<file path="config.mk">
export PLATFORM = sky130hd
export DESIGN_NAME = ps2_mouse_packet_tracker_flat
export DESIGN_NICKNAME = d
export VERILOG_FILES = /design/src/ps2mt_pkg.sv /design/src/ps2mt_in_if.sv /design/src/ps2mt_out_if.sv /design/src/ps2mt_assembler.sv /design/src/ps2mt_tracker.sv /design/src/ps2_mouse_packet_tracker.sv /design/src/flat_wrapper.sv
export SDC_FILE = /design/constraint.sdc
export NUM_CORES = 1
export LEC_CHECK = 0
export BUFFER_PORTS_ARGS = -buffer_cell sky130_fd_sc_hd__buf_2
export CAP_MARGIN = 20
export CORE_UTILIZATION = 61
export DETAILED_ROUTE_END_ITERATION = 8
export GPL_TIMING_DRIVEN = 0
export PLACE_DENSITY = 0.84
export SLEW_MARGIN = 20
export SYNTH_ARGS = -nofsm -noshare
export SYNTH_HDL_FRONTEND = slang
export SYNTH_HIERARCHICAL = 1
export SYNTH_SLANG_ARGS = --single-unit
</file>
<file path="constraint.sdc">
create_clock -name clk_i -period 6.5 [get_ports clk_i]
set_clock_uncertainty 0.05 [all_clocks]
set_input_delay 0.975 -clock clk_i [delete_from_list [all_inputs] [get_ports clk_i]]
set_output_delay 0.975 -clock clk_i [all_outputs]
set_load 0.005 [all_outputs]
</file>
<file path="src/ps2mt_pkg.sv">
// Package: shared constants and types for the PS/2 mouse packet tracker.
`default_nettype none

package ps2mt_pkg;

  // Coordinate width default and configuration register format
  localparam int unsigned COORD_BITS_DEF = 12;
  localparam int unsigned CFG_BITS       = 12;
  localparam int unsigned CFG_IDX_BITS   = 2;

  localparam logic [CFG_BITS-1:0] MAX_X_RST = 12'd299;
  localparam logic [CFG_BITS-1:0] MAX_Y_RST = 12'd179;

  // Byte positions inside a packet
  localparam logic [1:0] IDX_HEADER = 2'd0;
  localparam logic [1:0] IDX_X      = 2'd1;
  localparam logic [1:0] IDX_Y      = 2'd2;

  // Header bit positions
  localparam int unsigned HDR_SIGN_X = 4;
  localparam int unsigned HDR_SIGN_Y = 5;

  // Configuration register indexes
  typedef enum logic [CFG_IDX_BITS-1:0] {
    CFG_MAX_X = 2'd0,
    CFG_MAX_Y = 2'd1
  } cfg_reg_e;

  // A complete three-byte packet
  typedef struct packed {
    logic [7:0] header;
    logic [7:0] x_byte;
    logic [7:0] y_byte;
  } pkt_t;

endpackage

`default_nettype wire

</file>
<file path="src/ps2mt_in_if.sv">
// Interface: input byte channel (valid/ready with aux flag and data byte).
`default_nettype none

interface ps2mt_in_if;
  logic       valid;
  logic       ready;
  logic       aux_flag;
  logic [7:0] data_byte;

  modport source (output valid, output aux_flag, output data_byte, input ready);
  modport sink   (input valid, input aux_flag, input data_byte, output ready);
endinterface

`default_nettype wire

</file>
<file path="src/ps2mt_out_if.sv">
// Interface: result channel (valid/ready with cursor, deltas and button masks).
`default_nettype none

interface ps2mt_out_if #(
  parameter int unsigned COORD_BITS = 12
);
  logic                  valid;
  logic                  ready;
  logic [COORD_BITS-1:0] cursor_x;
  logic [COORD_BITS-1:0] cursor_y;
  logic signed [8:0]     delta_x;
  logic signed [8:0]     delta_y;
  logic                  moved;
  logic [2:0]            pressed_mask;
  logic [2:0]            released_mask;

  modport source (
    output valid, output cursor_x, output cursor_y, output delta_x, output delta_y,
    output moved, output pressed_mask, output released_mask, input ready
  );
  modport sink (
    input valid, input cursor_x, input cursor_y, input delta_x, input delta_y,
    input moved, input pressed_mask, input released_mask, output ready
  );
endinterface

`default_nettype wire

</file>
<file path="src/ps2mt_assembler.sv">
// Packet assembler: groups flagged bytes into header/X/Y packets by position.
`default_nettype none

module ps2mt_assembler
  import ps2mt_pkg::*;
(
  input  wire logic       clk_i,
  input  wire logic       rst_ni,
  input  wire logic       step_i,     // a flagged byte is consumed
  input  wire logic [7:0] byte_i,
  output      logic       last_o,     // next flagged byte completes a packet
  output      pkt_t       pkt_o
);

  logic [1:0] idx_q, idx_d;
  logic [7:0] header_q, header_d;
  logic [7:0] x_byte_q, x_byte_d;

  // Index value 3 cannot occur but completes a packet like index 2
  assign last_o = idx_q[1];

  always_comb begin
    idx_d    = idx_q;
    header_d = header_q;
    x_byte_d = x_byte_q;
    if (step_i) begin
      case (idx_q)
        IDX_HEADER: begin
          header_d = byte_i;
          idx_d    = IDX_X;
        end
        IDX_X: begin
          x_byte_d = byte_i;
          idx_d    = IDX_Y;
        end
        default: begin
          idx_d = IDX_HEADER;
        end
      endcase
    end
  end

  always_ff @(posedge clk_i or negedge rst_ni) begin
    if (!rst_ni) begin
      idx_q    <= IDX_HEADER;
      header_q <= '0;
      x_byte_q <= '0;
    end else begin
      idx_q    <= idx_d;
      header_q <= header_d;
      x_byte_q <= x_byte_d;
    end
  end

  assign pkt_o.header = header_q;
  assign pkt_o.x_byte = x_byte_q;
  assign pkt_o.y_byte = byte_i;

endmodule

`default_nettype wire

</file>
<file path="src/ps2mt_tracker.sv">
// Cursor tracker: applies packet deltas with clamping and derives button edges.
`default_nettype none

module ps2mt_tracker
  import ps2mt_pkg::*;
#(
  parameter int unsigned COORD_BITS = COORD_BITS_DEF
) (
  input  wire logic                  clk_i,
  input  wire logic                  rst_ni,
  input  wire logic                  update_i,
  input  wire pkt_t                  pkt_i,
  input  wire logic [CFG_BITS-1:0]   max_x_i,
  input  wire logic [CFG_BITS-1:0]   max_y_i,
  output      logic [COORD_BITS-1:0] cursor_x_o,
  output      logic [COORD_BITS-1:0] cursor_y_o,
  output      logic signed [8:0]     delta_x_o,
  output      logic signed [8:0]     delta_y_o,
  output      logic                  moved_o,
  output      logic [2:0]            pressed_o,
  output      logic [2:0]            released_o
);

  localparam int unsigned SW = COORD_BITS + 2;  // signed sum width
  localparam int unsigned LW = (COORD_BITS > CFG_BITS) ? COORD_BITS : CFG_BITS;
  localparam logic [LW-1:0] COORD_MASK = LW'({COORD_BITS{1'b1}});

  logic [COORD_BITS-1:0] pos_x_q, pos_x_d;
  logic [COORD_BITS-1:0] pos_y_q, pos_y_d;
  logic [2:0]            btn_q;

  logic [8:0]            dx, dy;
  logic [SW-1:0]         sum_x, sum_y;
  logic [LW-1:0]         max_x_w, max_y_w;
  logic [COORD_BITS-1:0] lim_x, lim_y;

  // 9-bit deltas from header sign bits
  assign moved_o = (pkt_i.x_byte != 8'd0) || (pkt_i.y_byte != 8'd0);
  assign dx      = {pkt_i.header[HDR_SIGN_X], pkt_i.x_byte};
  assign dy      = {pkt_i.header[HDR_SIGN_Y], pkt_i.y_byte};

  // Candidate positions: x adds, y subtracts (up is positive)
  assign sum_x = {2'b00, pos_x_q} + {{(SW-9){dx[8]}}, dx};
  assign sum_y = {2'b00, pos_y_q} - {{(SW-9){dy[8]}}, dy};

  // Clamp limits, bounded by the coordinate width
  assign max_x_w = LW'(max_x_i);
  assign max_y_w = LW'(max_y_i);
  assign lim_x   = (max_x_w > COORD_MASK) ? COORD_MASK[COORD_BITS-1:0]
                                          : max_x_w[COORD_BITS-1:0];
  assign lim_y   = (max_y_w > COORD_MASK) ? COORD_MASK[COORD_BITS-1:0]
                                          : max_y_w[COORD_BITS-1:0];

  // Clamp to 0..limit
  always_comb begin
    if (sum_x[SW-1] || (sum_x == '0)) begin
      pos_x_d = '0;
    end else if (sum_x[COORD_BITS:0] >= {1'b0, lim_x}) begin
      pos_x_d = lim_x;
    end else begin
      pos_x_d = sum_x[COORD_BITS-1:0];
    end
    if (sum_y[SW-1] || (sum_y == '0)) begin
      pos_y_d = '0;
    end else if (sum_y[COORD_BITS:0] >= {1'b0, lim_y}) begin
      pos_y_d = lim_y;
    end else begin
      pos_y_d = sum_y[COORD_BITS-1:0];
    end
  end

  // Result fields for this packet
  assign cursor_x_o = moved_o ? pos_x_d : pos_x_q;
  assign cursor_y_o = moved_o ? pos_y_d : pos_y_q;
  assign delta_x_o  = moved_o ? $signed(dx) : 9'sd0;
  assign delta_y_o  = moved_o ? $signed(dy) : 9'sd0;
  assign pressed_o  = pkt_i.header[2:0] & ~btn_q;
  assign released_o = btn_q & ~pkt_i.header[2:0];

  always_ff @(posedge clk_i or negedge rst_ni) begin
    if (!rst_ni) begin
      pos_x_q <= '0;
      pos_y_q <= '0;
      btn_q   <= '0;
    end else if (update_i) begin
      pos_x_q <= cursor_x_o;
      pos_y_q <= cursor_y_o;
      btn_q   <= pkt_i.header[2:0];
    end
  end

endmodule

`default_nettype wire

</file>
<file path="src/ps2_mouse_packet_tracker.sv">
// Top level: PS/2 mouse packet tracker with input register and result register.
//
//  channel   dir  transaction                               fields
//  in_ch     in   one controller byte                       aux_flag, data_byte
//  out_ch    out  one result per completed 3-byte packet    cursor_x/y, delta_x/y,
//                                                           moved, pressed/released
//  cfg       in   register write (0 max_x, 1 max_y)         cfg_we_i, cfg_idx_i, cfg_data_i
//
//  One byte per cycle while no packet's last byte is held back. A byte is captured in the
//  input register and processed from there; a packet's result is registered in the output register.
//  Unflagged bytes and packet-header/X bytes never wait on out_ch; a packet's last
//  byte waits only while the output register holds an untaken result.
//  Reset clears the packet position, buttons and cursor; max_x/max_y reset to 299/179.
`default_nettype none

module ps2_mouse_packet_tracker
  import ps2mt_pkg::*;
#(
  parameter int unsigned COORD_BITS = COORD_BITS_DEF
) (
  input  wire logic                    clk_i,
  input  wire logic                    rst_ni,
  ps2mt_in_if.sink                     in_ch,
  ps2mt_out_if.source                  out_ch,
  input  wire logic                    cfg_we_i,
  input  wire logic [CFG_IDX_BITS-1:0] cfg_idx_i,
  input  wire logic [CFG_BITS-1:0]     cfg_data_i
);

  logic                s1_valid_q;
  logic                s1_aux_q;
  logic [7:0]          s1_byte_q;
  logic [CFG_BITS-1:0] max_x_q, max_y_q;

  logic                last;
  pkt_t                pkt;
  logic                makes_result, out_free, s1_adv, step, emit;

  logic [COORD_BITS-1:0] cur_x, cur_y;
  logic signed [8:0]     dx, dy;
  logic                  moved;
  logic [2:0]            pressed, released;

  // Configuration registers
  always_ff @(posedge clk_i or negedge rst_ni) begin
    if (!rst_ni) begin
      max_x_q <= MAX_X_RST;
      max_y_q <= MAX_Y_RST;
    end else if (cfg_we_i) begin
      case (cfg_reg_e'(cfg_idx_i))
        CFG_MAX_X: max_x_q <= cfg_data_i;
        CFG_MAX_Y: max_y_q <= cfg_data_i;
        default: ;
      endcase
    end
  end

  // Flow control between input register and output register
  assign makes_result = s1_aux_q && last;
  assign out_free     = !out_ch.valid || out_ch.ready;
  assign s1_adv       = s1_valid_q && (!makes_result || out_free);
  assign step         = s1_adv && s1_aux_q;
  assign emit         = s1_adv && makes_result;
  assign in_ch.ready  = !s1_valid_q || s1_adv;

  // Input register
  always_ff @(posedge clk_i or negedge rst_ni) begin
    if (!rst_ni) begin
      s1_valid_q <= 1'b0;
    end else if (in_ch.ready) begin
      s1_valid_q <= in_ch.valid;
    end
  end

  always_ff @(posedge clk_i) begin
    if (in_ch.valid && in_ch.ready) begin
      s1_aux_q  <= in_ch.aux_flag;
      s1_byte_q <= in_ch.data_byte;
    end
  end

  ps2mt_assembler u_asm (
    .clk_i  (clk_i),
    .rst_ni (rst_ni),
    .step_i (step),
    .byte_i (s1_byte_q),
    .last_o (last),
    .pkt_o  (pkt)
  );

  ps2mt_tracker #(
    .COORD_BITS (COORD_BITS)
  ) u_trk (
    .clk_i      (clk_i),
    .rst_ni     (rst_ni),
    .update_i   (emit),
    .pkt_i      (pkt),
    .max_x_i    (max_x_q),
    .max_y_i    (max_y_q),
    .cursor_x_o (cur_x),
    .cursor_y_o (cur_y),
    .delta_x_o  (dx),
    .delta_y_o  (dy),
    .moved_o    (moved),
    .pressed_o  (pressed),
    .released_o (released)
  );

  // Output register
  always_ff @(posedge clk_i or negedge rst_ni) begin
    if (!rst_ni) begin
      out_ch.valid <= 1'b0;
    end else if (emit) begin
      out_ch.valid <= 1'b1;
    end else if (out_ch.ready) begin
      out_ch.valid <= 1'b0;
    end
  end

  always_ff @(posedge clk_i) begin
    if (emit) begin
      out_ch.cursor_x      <= cur_x;
      out_ch.cursor_y      <= cur_y;
      out_ch.delta_x       <= dx;
      out_ch.delta_y       <= dy;
      out_ch.moved         <= moved;
      out_ch.pressed_mask  <= pressed;
      out_ch.released_mask <= released;
    end
  end

endmodule

`default_nettype wire

</file>
<file path="src/flat_wrapper.sv">
// flat-port wrapper written by rule: the top's interface ports become plain ports
module ps2_mouse_packet_tracker_flat import ps2mt_pkg::*;
#(
  parameter int unsigned COORD_BITS = COORD_BITS_DEF
)
  (clk_i, rst_ni, cfg_we_i, cfg_idx_i, cfg_data_i, in_ch_valid, in_ch_aux_flag, in_ch_data_byte, in_ch_ready, out_ch_valid, out_ch_cursor_x, out_ch_cursor_y, out_ch_delta_x, out_ch_delta_y, out_ch_moved, out_ch_pressed_mask, out_ch_released_mask, out_ch_ready);
  ps2mt_in_if in_ch_i ();
  ps2mt_out_if #(.COORD_BITS(COORD_BITS)) out_ch_i ();
  input  wire logic clk_i;
  input  wire logic rst_ni;
  input  wire logic cfg_we_i;
  input  wire logic [CFG_IDX_BITS-1:0] cfg_idx_i;
  input  wire logic [CFG_BITS-1:0] cfg_data_i;
  input wire logic [$bits(in_ch_i.valid)-1:0] in_ch_valid;
  input wire logic [$bits(in_ch_i.aux_flag)-1:0] in_ch_aux_flag;
  input wire logic [$bits(in_ch_i.data_byte)-1:0] in_ch_data_byte;
  output wire logic [$bits(in_ch_i.ready)-1:0] in_ch_ready;
  output wire logic [$bits(out_ch_i.valid)-1:0] out_ch_valid;
  output wire logic [$bits(out_ch_i.cursor_x)-1:0] out_ch_cursor_x;
  output wire logic [$bits(out_ch_i.cursor_y)-1:0] out_ch_cursor_y;
  output wire logic [$bits(out_ch_i.delta_x)-1:0] out_ch_delta_x;
  output wire logic [$bits(out_ch_i.delta_y)-1:0] out_ch_delta_y;
  output wire logic [$bits(out_ch_i.moved)-1:0] out_ch_moved;
  output wire logic [$bits(out_ch_i.pressed_mask)-1:0] out_ch_pressed_mask;
  output wire logic [$bits(out_ch_i.released_mask)-1:0] out_ch_released_mask;
  input wire logic [$bits(out_ch_i.ready)-1:0] out_ch_ready;
  assign in_ch_i.valid = in_ch_valid;
  assign in_ch_i.aux_flag = in_ch_aux_flag;
  assign in_ch_i.data_byte = in_ch_data_byte;
  assign in_ch_ready = in_ch_i.ready;
  assign out_ch_valid = out_ch_i.valid;
  assign out_ch_cursor_x = out_ch_i.cursor_x;
  assign out_ch_cursor_y = out_ch_i.cursor_y;
  assign out_ch_delta_x = out_ch_i.delta_x;
  assign out_ch_delta_y = out_ch_i.delta_y;
  assign out_ch_moved = out_ch_i.moved;
  assign out_ch_pressed_mask = out_ch_i.pressed_mask;
  assign out_ch_released_mask = out_ch_i.released_mask;
  assign out_ch_i.ready = out_ch_ready;
  ps2_mouse_packet_tracker #(.COORD_BITS(COORD_BITS)) u_core (.clk_i(clk_i), .rst_ni(rst_ni), .in_ch(in_ch_i), .out_ch(out_ch_i), .cfg_we_i(cfg_we_i), .cfg_idx_i(cfg_idx_i), .cfg_data_i(cfg_data_i));
endmodule
</file>
==> flow_summary.ini, run 1 <==
[route]
wl_um = 16800
routedWlPerCell_um = 19.2
ant_nets = 0
vias = 5419
drc_errors = 0
avgViaCountPerCell = 6.18
dr.pass1.iters = 5
drtIter0Drc = 335

[sta]
final-max-slew-violation-count = 0
setup_viol = 0
rsz0062_at_grt = false
slew_headroom = 0.502
min_period_over_period = 0.701
clock.fmax_mhz = 219
tightest_slew_ns = 0.745
setup-tns-final_ns = 0
hold_viol = 0
min_period_ns = 4.56

[finish]
layout-drive-gt1-share = 0.265
final_common_cell = buf_2
n_fill_cell = 690
finish.utilization = 0.755
area_growth_pct = 18.1
fin_nets = 804
antenna_cells = 0
final_cell_mix = 80 x buf_2, 62 x nand2_1, 58 x dfrtp_1, 58 x edfxtp_1, 50 x ha_1

[clock_network]
cts_tree = done
clockRootBuffer = clkbuf_16
clock-sinks = 126
htreeDepth = 4
clock_path_buffers = 2
cts_hold_buf = 0
clk_pin_slew_ns = 0.06
post-cts-setup-buffer-count = 0
ctsResizeCount = 0
numCtsBuffers = 17
insertion_delay_ns = 0.42

[floorplan]
dieArea_mm2 = 0.0120
die_w_um = 110
die_h_um = 110
boundaryPins = 79
core-area_mm2 = 0.0111
start_util = 0.639
rows = 38

[run]
max_cap_viol_count = 0

[pwr]
cellLeakagePower_nw = 3.70
seq_power_share = 0.268
internal_power_mw = 2.82
comb_power_share = 0.512
p_total_mw = 4.80
p_clk_frac = 0.220
power_density_mw_per_mm2 = 574
vdd_drop_max_mv = 0.349
switching_power_mw = 1.97
p_sw_frac = 0.412

[setup_path]
start_kind = register
max_stage_delay_ns = 0.56
worstPathArrival_ns = 4.66
worstReg2RegEnd = u_core/out_ch.cursor_x[4]$_DFFE_PP_
critical_path.max_fanout = 10
crit_required_ns = 6.60
rr_worst_depth = 13
r2r_slack_ns = 1.94
worst_path_max_delay_cell = a2111oi_0
endpoint_kind = register
path_cells = ha_1, a2111oi_0, o21ai_0, a21boi_0, xnor2_1, ha_1, o21a_1, o21ai_0, a31oi_1, a211o_1, buf_2, mux2i_1, o21ai_0
cp_common_cell = o21ai_0
r2r-start = u_core/u_asm/x_byte_q[6]$_DFFE_PN0P_
worstSetupPathType = register to register

[global_route]
grt_pass1_wl_um = 26800
track_usage = 0.303
grt_overflow = 0
grt_pass1_vias = 5397
grt_max_degree = 55
antenna_found_initial = 0

[logic_synthesis]
yosysWarnings = 6
netlist_area_mm2 = 0.00708
syn-mean-instance-area_um2 = 11.3
synth_cells = 625
synth_nets = 705

[min_path]
hold_class = input pin to async pin

[placement]
io_buffers = 78
place.gp.congestion = 0.928
hpwlAfterDp_um = 12000

[outcome]
status = finished, final reports clean
-- worst max-delay path: cells and delay by family, from the launching register on --
| kind | cells | cell delay [ns] |
|---|---|---|
| AO/OA/AOI/OAI | 8 | 2.27 |
| adder cells (fa/ha/maj) | 2 | 0.70 |
| flip-flops | 1 | 0.45 |
| multiplexers | 1 | 0.31 |
| XOR/XNOR | 1 | 0.26 |
| buffers and inverters | 1 | 0.25 |
-- worst max path at each step --
stage	from	to	slack, ns	depth (start not counted)
CTS	u_core/u_asm/x_byte_q[0]$_DFFE_PN0P_	u_core/out_ch.cursor_x[4]$_DFFE_PP_	2.04	14
detailed placement	u_core/u_asm/x_byte_q[0]$_DFFE_PN0P_	u_core/out_ch.cursor_x[4]$_DFFE_PP_	2.11	14
floorplan	out_ch_ready	u_core/u_trk/pos_y_q[10]$_DFFE_PN0P_	1.95	5
global placement	out_ch_ready	u_core/u_trk/pos_y_q[0]$_DFFE_PN0P_	0.61	7
finish	u_core/u_asm/x_byte_q[6]$_DFFE_PN0P_	u_core/out_ch.cursor_x[4]$_DFFE_PP_	1.94	13
global route	u_core/u_asm/x_byte_q[0]$_DFFE_PN0P_	u_core/out_ch.cursor_x[4]$_DFFE_PP_	1.82	14
-- final cells by class --
type	instances	area (um^2)	share of cell area
clock inverter	15	233	0.0278
timing repair buffer	80	440	0.0527
buffer	41	255	0.0305
clock buffer	17	425	0.0509
tap	140	175	0.0210
inverter	44	165	0.0198
multi-input combinational	414	3210	0.384
sequential	126	3460	0.413
-- sequential cells by signal (all words and copies together), names as in the netlist --
| signal | flops |
|---|---|
| u_core/max_y_q | 12 |
| u_core/u_trk/pos_y_q | 12 |
| u_core/s1_valid_q | 1 |
| u_core/out_ch.cursor_x | 12 |
| u_core/u_trk/btn_q | 3 |
| u_core/u_asm/idx_q | 2 |
| u_core/u_asm/x_byte_q | 8 |
| u_core/out_ch.moved | 1 |
| u_core/s1_aux_q | 1 |
| u_core/out_ch.delta_x | 9 |
| u_core/out_ch.delta_y | 9 |
| u_core/out_ch.pressed_mask | 3 |
| u_core/u_asm/header_q | 5 |
| u_core/out_ch.valid | 1 |
| u_core/max_x_q | 12 |
| u_core/out_ch.released_mask | 3 |
| u_core/u_trk/pos_x_q | 12 |
| u_core/out_ch.cursor_y | 12 |
| u_core/s1_byte_q | 8 |
-- metrics by stage --
stage                     area, um^2  std cells  setup slack, ns  hold WS (ns)
final                           8360        877             1.94         0.375
after global routing            8360        877             1.82         0.372
after CTS                       8360        877             2.04         0.365
after detailed placement        7700        845             2.11         0.453
after global placement          7640        843            0.609         0.443
after floorplan                 7080        625             1.95         0.420
-- metal layers --
metal / vias to the layer above / wire [um] / global-route usage
li1: 2456 / - / -
met4: 0 / 595 / 0.138
met2: 279 / 8280 / 0.513
met3: 61 / 1050 / 0.0533
met5: - / 0 / 0
met1: 2623 / 6910 / 0.381
-- power groups by stage --
stage	Sequential [mW]	Clock, mW	Combinational, mW
3_3_place_gp	1.28	0	2.23
2_1_floorplan	1.23	0	1.82
4_1_cts	1.28	1.06	2.40
6_report	1.28	1.05	2.46
5_1_grt	1.31	1.10	2.67
3_5_place_dp	1.29	0	2.34
Note: power is estimated with default switching activity, not from simulation.
==> run 2: changes to the inputs <==
CORE_UTILIZATION = 54   (was 61)
PLACE_DENSITY = 0.78   (was 0.84)
clock period = 4.1 ns   (was 6.5 ns; I/O delays follow)
==> run 2 against run 1 <==
Net effect:
- sequential share of layout area down 1.9 points
- fmax is 12% higher
- sequential power up 60%
- first-iteration DRC count down 23%
- utilization down 6.7 points
- flip-flop and latch count unchanged
- cell count increased by 4.8%
- combinational power is 100% higher
- register-to-register slack worse by 1.9 ns
- count of clock-buffer cells in the layout grew 5
- total power is 78% higher
- die area rose by 13%
- largest power group unchanged
==> flow_summary.ini, run 2 (synthesized netlist as in run 1, its figures left out) <==
[outcome]
status = finished, final reports clean

[global_route]
antenna_found_initial = 0
track_usage = 0.257
grt_max_degree = 41
grt_overflow = 0
grt_pass1_vias = 5029
grt_pass1_wl_um = 25400

[floorplan]
die_w_um = 116
die_h_um = 116
boundaryPins = 79
dieArea_mm2 = 0.0136
core-area_mm2 = 0.0127
rows = 41
start_util = 0.556

[route]
wl_um = 16400
dr.pass1.iters = 5
vias = 5178
ant_nets = 0
drtIter0Drc = 258
drc_errors = 0
routedWlPerCell_um = 17.8
avgViaCountPerCell = 5.63

[finish]
area_growth_pct = 23.6
fin_nets = 814
final_cells = 919
n_fill_cell = 938
final_cell_mix = 79 x buf_2, 62 x nand2_1, 58 x dfrtp_1, 58 x edfxtp_1, 48 x ha_1
layout-drive-gt1-share = 0.331
ff_latch_area_mm2 = 0.00346
antenna_cells = 0
final_common_cell = buf_2
multi_input_comb_area_mm2 = 0.00350
finish.utilization = 0.688

[placement]
dp.cells = 877
io_buffers = 78
place.gp.congestion = 0.913
hpwlAfterDp_um = 12000

[run]
max_cap_viol_count = 0

[pwr]
vdd_drop_max_mv = 0.438
power_density_mw_per_mm2 = 975
cellLeakagePower_nw = 3.74

[sta]
min_period_ns = 4.07
clock.fmax_mhz = 246
hold_viol = 0
setup_viol = 0
tightest_slew_ns = 0.772
min_period_over_period = 0.992
final-max-slew-violation-count = 0
slew_headroom = 0.484

[clock_network]
insertion_delay_ns = 0.42
cts_hold_buf = 0
cts_tree = done
clk_pin_slew_ns = 0.06
numCtsBuffers = 17
htreeDepth = 4
clock-sinks = 126
clockRootBuffer = clkbuf_16
clock_path_buffers = 2

[setup_path]
endpoint_kind = register
worstReg2RegEnd = u_core/out_ch.cursor_y[6]$_DFFE_PP_
path_cells = buf_4, ha_1, inv_1, fa_2, a211oi_4, nor3b_1, o21a_1, nor2_2, xnor2_2, ha_1, o21a_1, o21ai_1, nand2b_1, a21oi_1, a31oi_1, nor2_2, buf_4, clkbuf_16, mux2i_4, o31ai_1
worst_path_max_delay_cell = edfxtp_1
critical_path.max_fanout = 5
worstSetupPathType = register to register
start_kind = register
rr_worst_depth = 20
r2r_slack_ns = 0.03
worstPathArrival_ns = 4.16
max_stage_delay_ns = 0.39
crit_required_ns = 4.20
r2r-start = u_core/s1_byte_q[0]$_DFFE_PP_

[min_path]
hold_class = input pin to async pin
[run 2: cell count changes in the layout (fill, tap and decap cells not counted), sizes merged]
| cell | previous run | this run |
|---|---|---|
| inv | 48 | 47 |
| clkbuf | 39 | 45 |
| bufinv | 5 | 2 |
| clkinv | 5 | 3 |
| buf | 97 | 106 |
| clkinvlp | 1 | 2 |
[run 2: how the worst max path moves through the flow]
stage	startpoint	endpoint
floorplan	u_core/u_asm/x_byte_q[0]$_DFFE_PN0P_	u_core/out_ch.cursor_x[2]$_DFFE_PP_
global placement	u_core/u_asm/x_byte_q[0]$_DFFE_PN0P_	u_core/out_ch.cursor_x[7]$_DFFE_PP_
detailed placement	u_core/u_asm/x_byte_q[0]$_DFFE_PN0P_	u_core/out_ch.cursor_x[4]$_DFFE_PP_
CTS	u_core/s1_byte_q[0]$_DFFE_PP_	u_core/out_ch.cursor_y[8]$_DFFE_PP_
global route	u_core/s1_byte_q[0]$_DFFE_PP_	u_core/out_ch.cursor_y[6]$_DFFE_PP_
finish	u_core/s1_byte_q[0]$_DFFE_PP_	u_core/out_ch.cursor_y[6]$_DFFE_PP_
[run 2: per-stage QoR]
stage                     hold slack [ns]  instance area [um^2]  total power, mW  TNS (ns)  worst slack [ns]
after CTS                          0.0632                  8530             7.86         0            0.0175
after global placement              0.441                  7690             5.61     -4.44            -0.320
after detailed placement            0.447                  7730             5.78     -5.82            -0.394
after global routing               0.0839                  8750             9.06    -0.900           -0.0957
after floorplan                     0.269                  7080             4.83         0             0.227
final                              0.0641                  8750             8.53         0            0.0342
[run 2: worst max-delay path: cells and delay by family (launching register included)]
family,cells,cell delay (ns)
compound gates,7,1.11
xor+xnor,1,0.18
fa+ha+maj,3,0.82
buf+inv,4,0.52
flops,1,0.39
mux,1,0.25
simple gates,4,0.46
[run 2: layer usage]
metal,GRT usage,vias to the layer above,routed length (um)
li1,-,2476,-
met1,0.328,2509,7160
met2,0.410,158,7930
met3,0.0649,35,839
met4,0.121,0,442
met5,0,-,0
[run 2: repair_timing]
action	CTS	global route
gates cloned	1	1
pin swaps	4	8
resized for setup	34	37
setup buffers	4	4
setup endpoints to repair	38	48
[run 2: layout make-up]
type                    count  share of cell area
multi-input cells         414               0.399
flip-flops and latches    126               0.395
inverters                  44              0.0189
clock buffers              22              0.0566
clock inverters            10              0.0142
well taps                 172              0.0246
repair buffers             90              0.0605
plain buffers              41              0.0309
[run 2: power breakdown]
group	switching, mW	total (mW)	internal, mW
Clock	0.544	1.53	0.985
Combinational	2.59	4.96	2.36
Sequential	0.299	2.05	1.75
Total	3.44	8.53	5.10
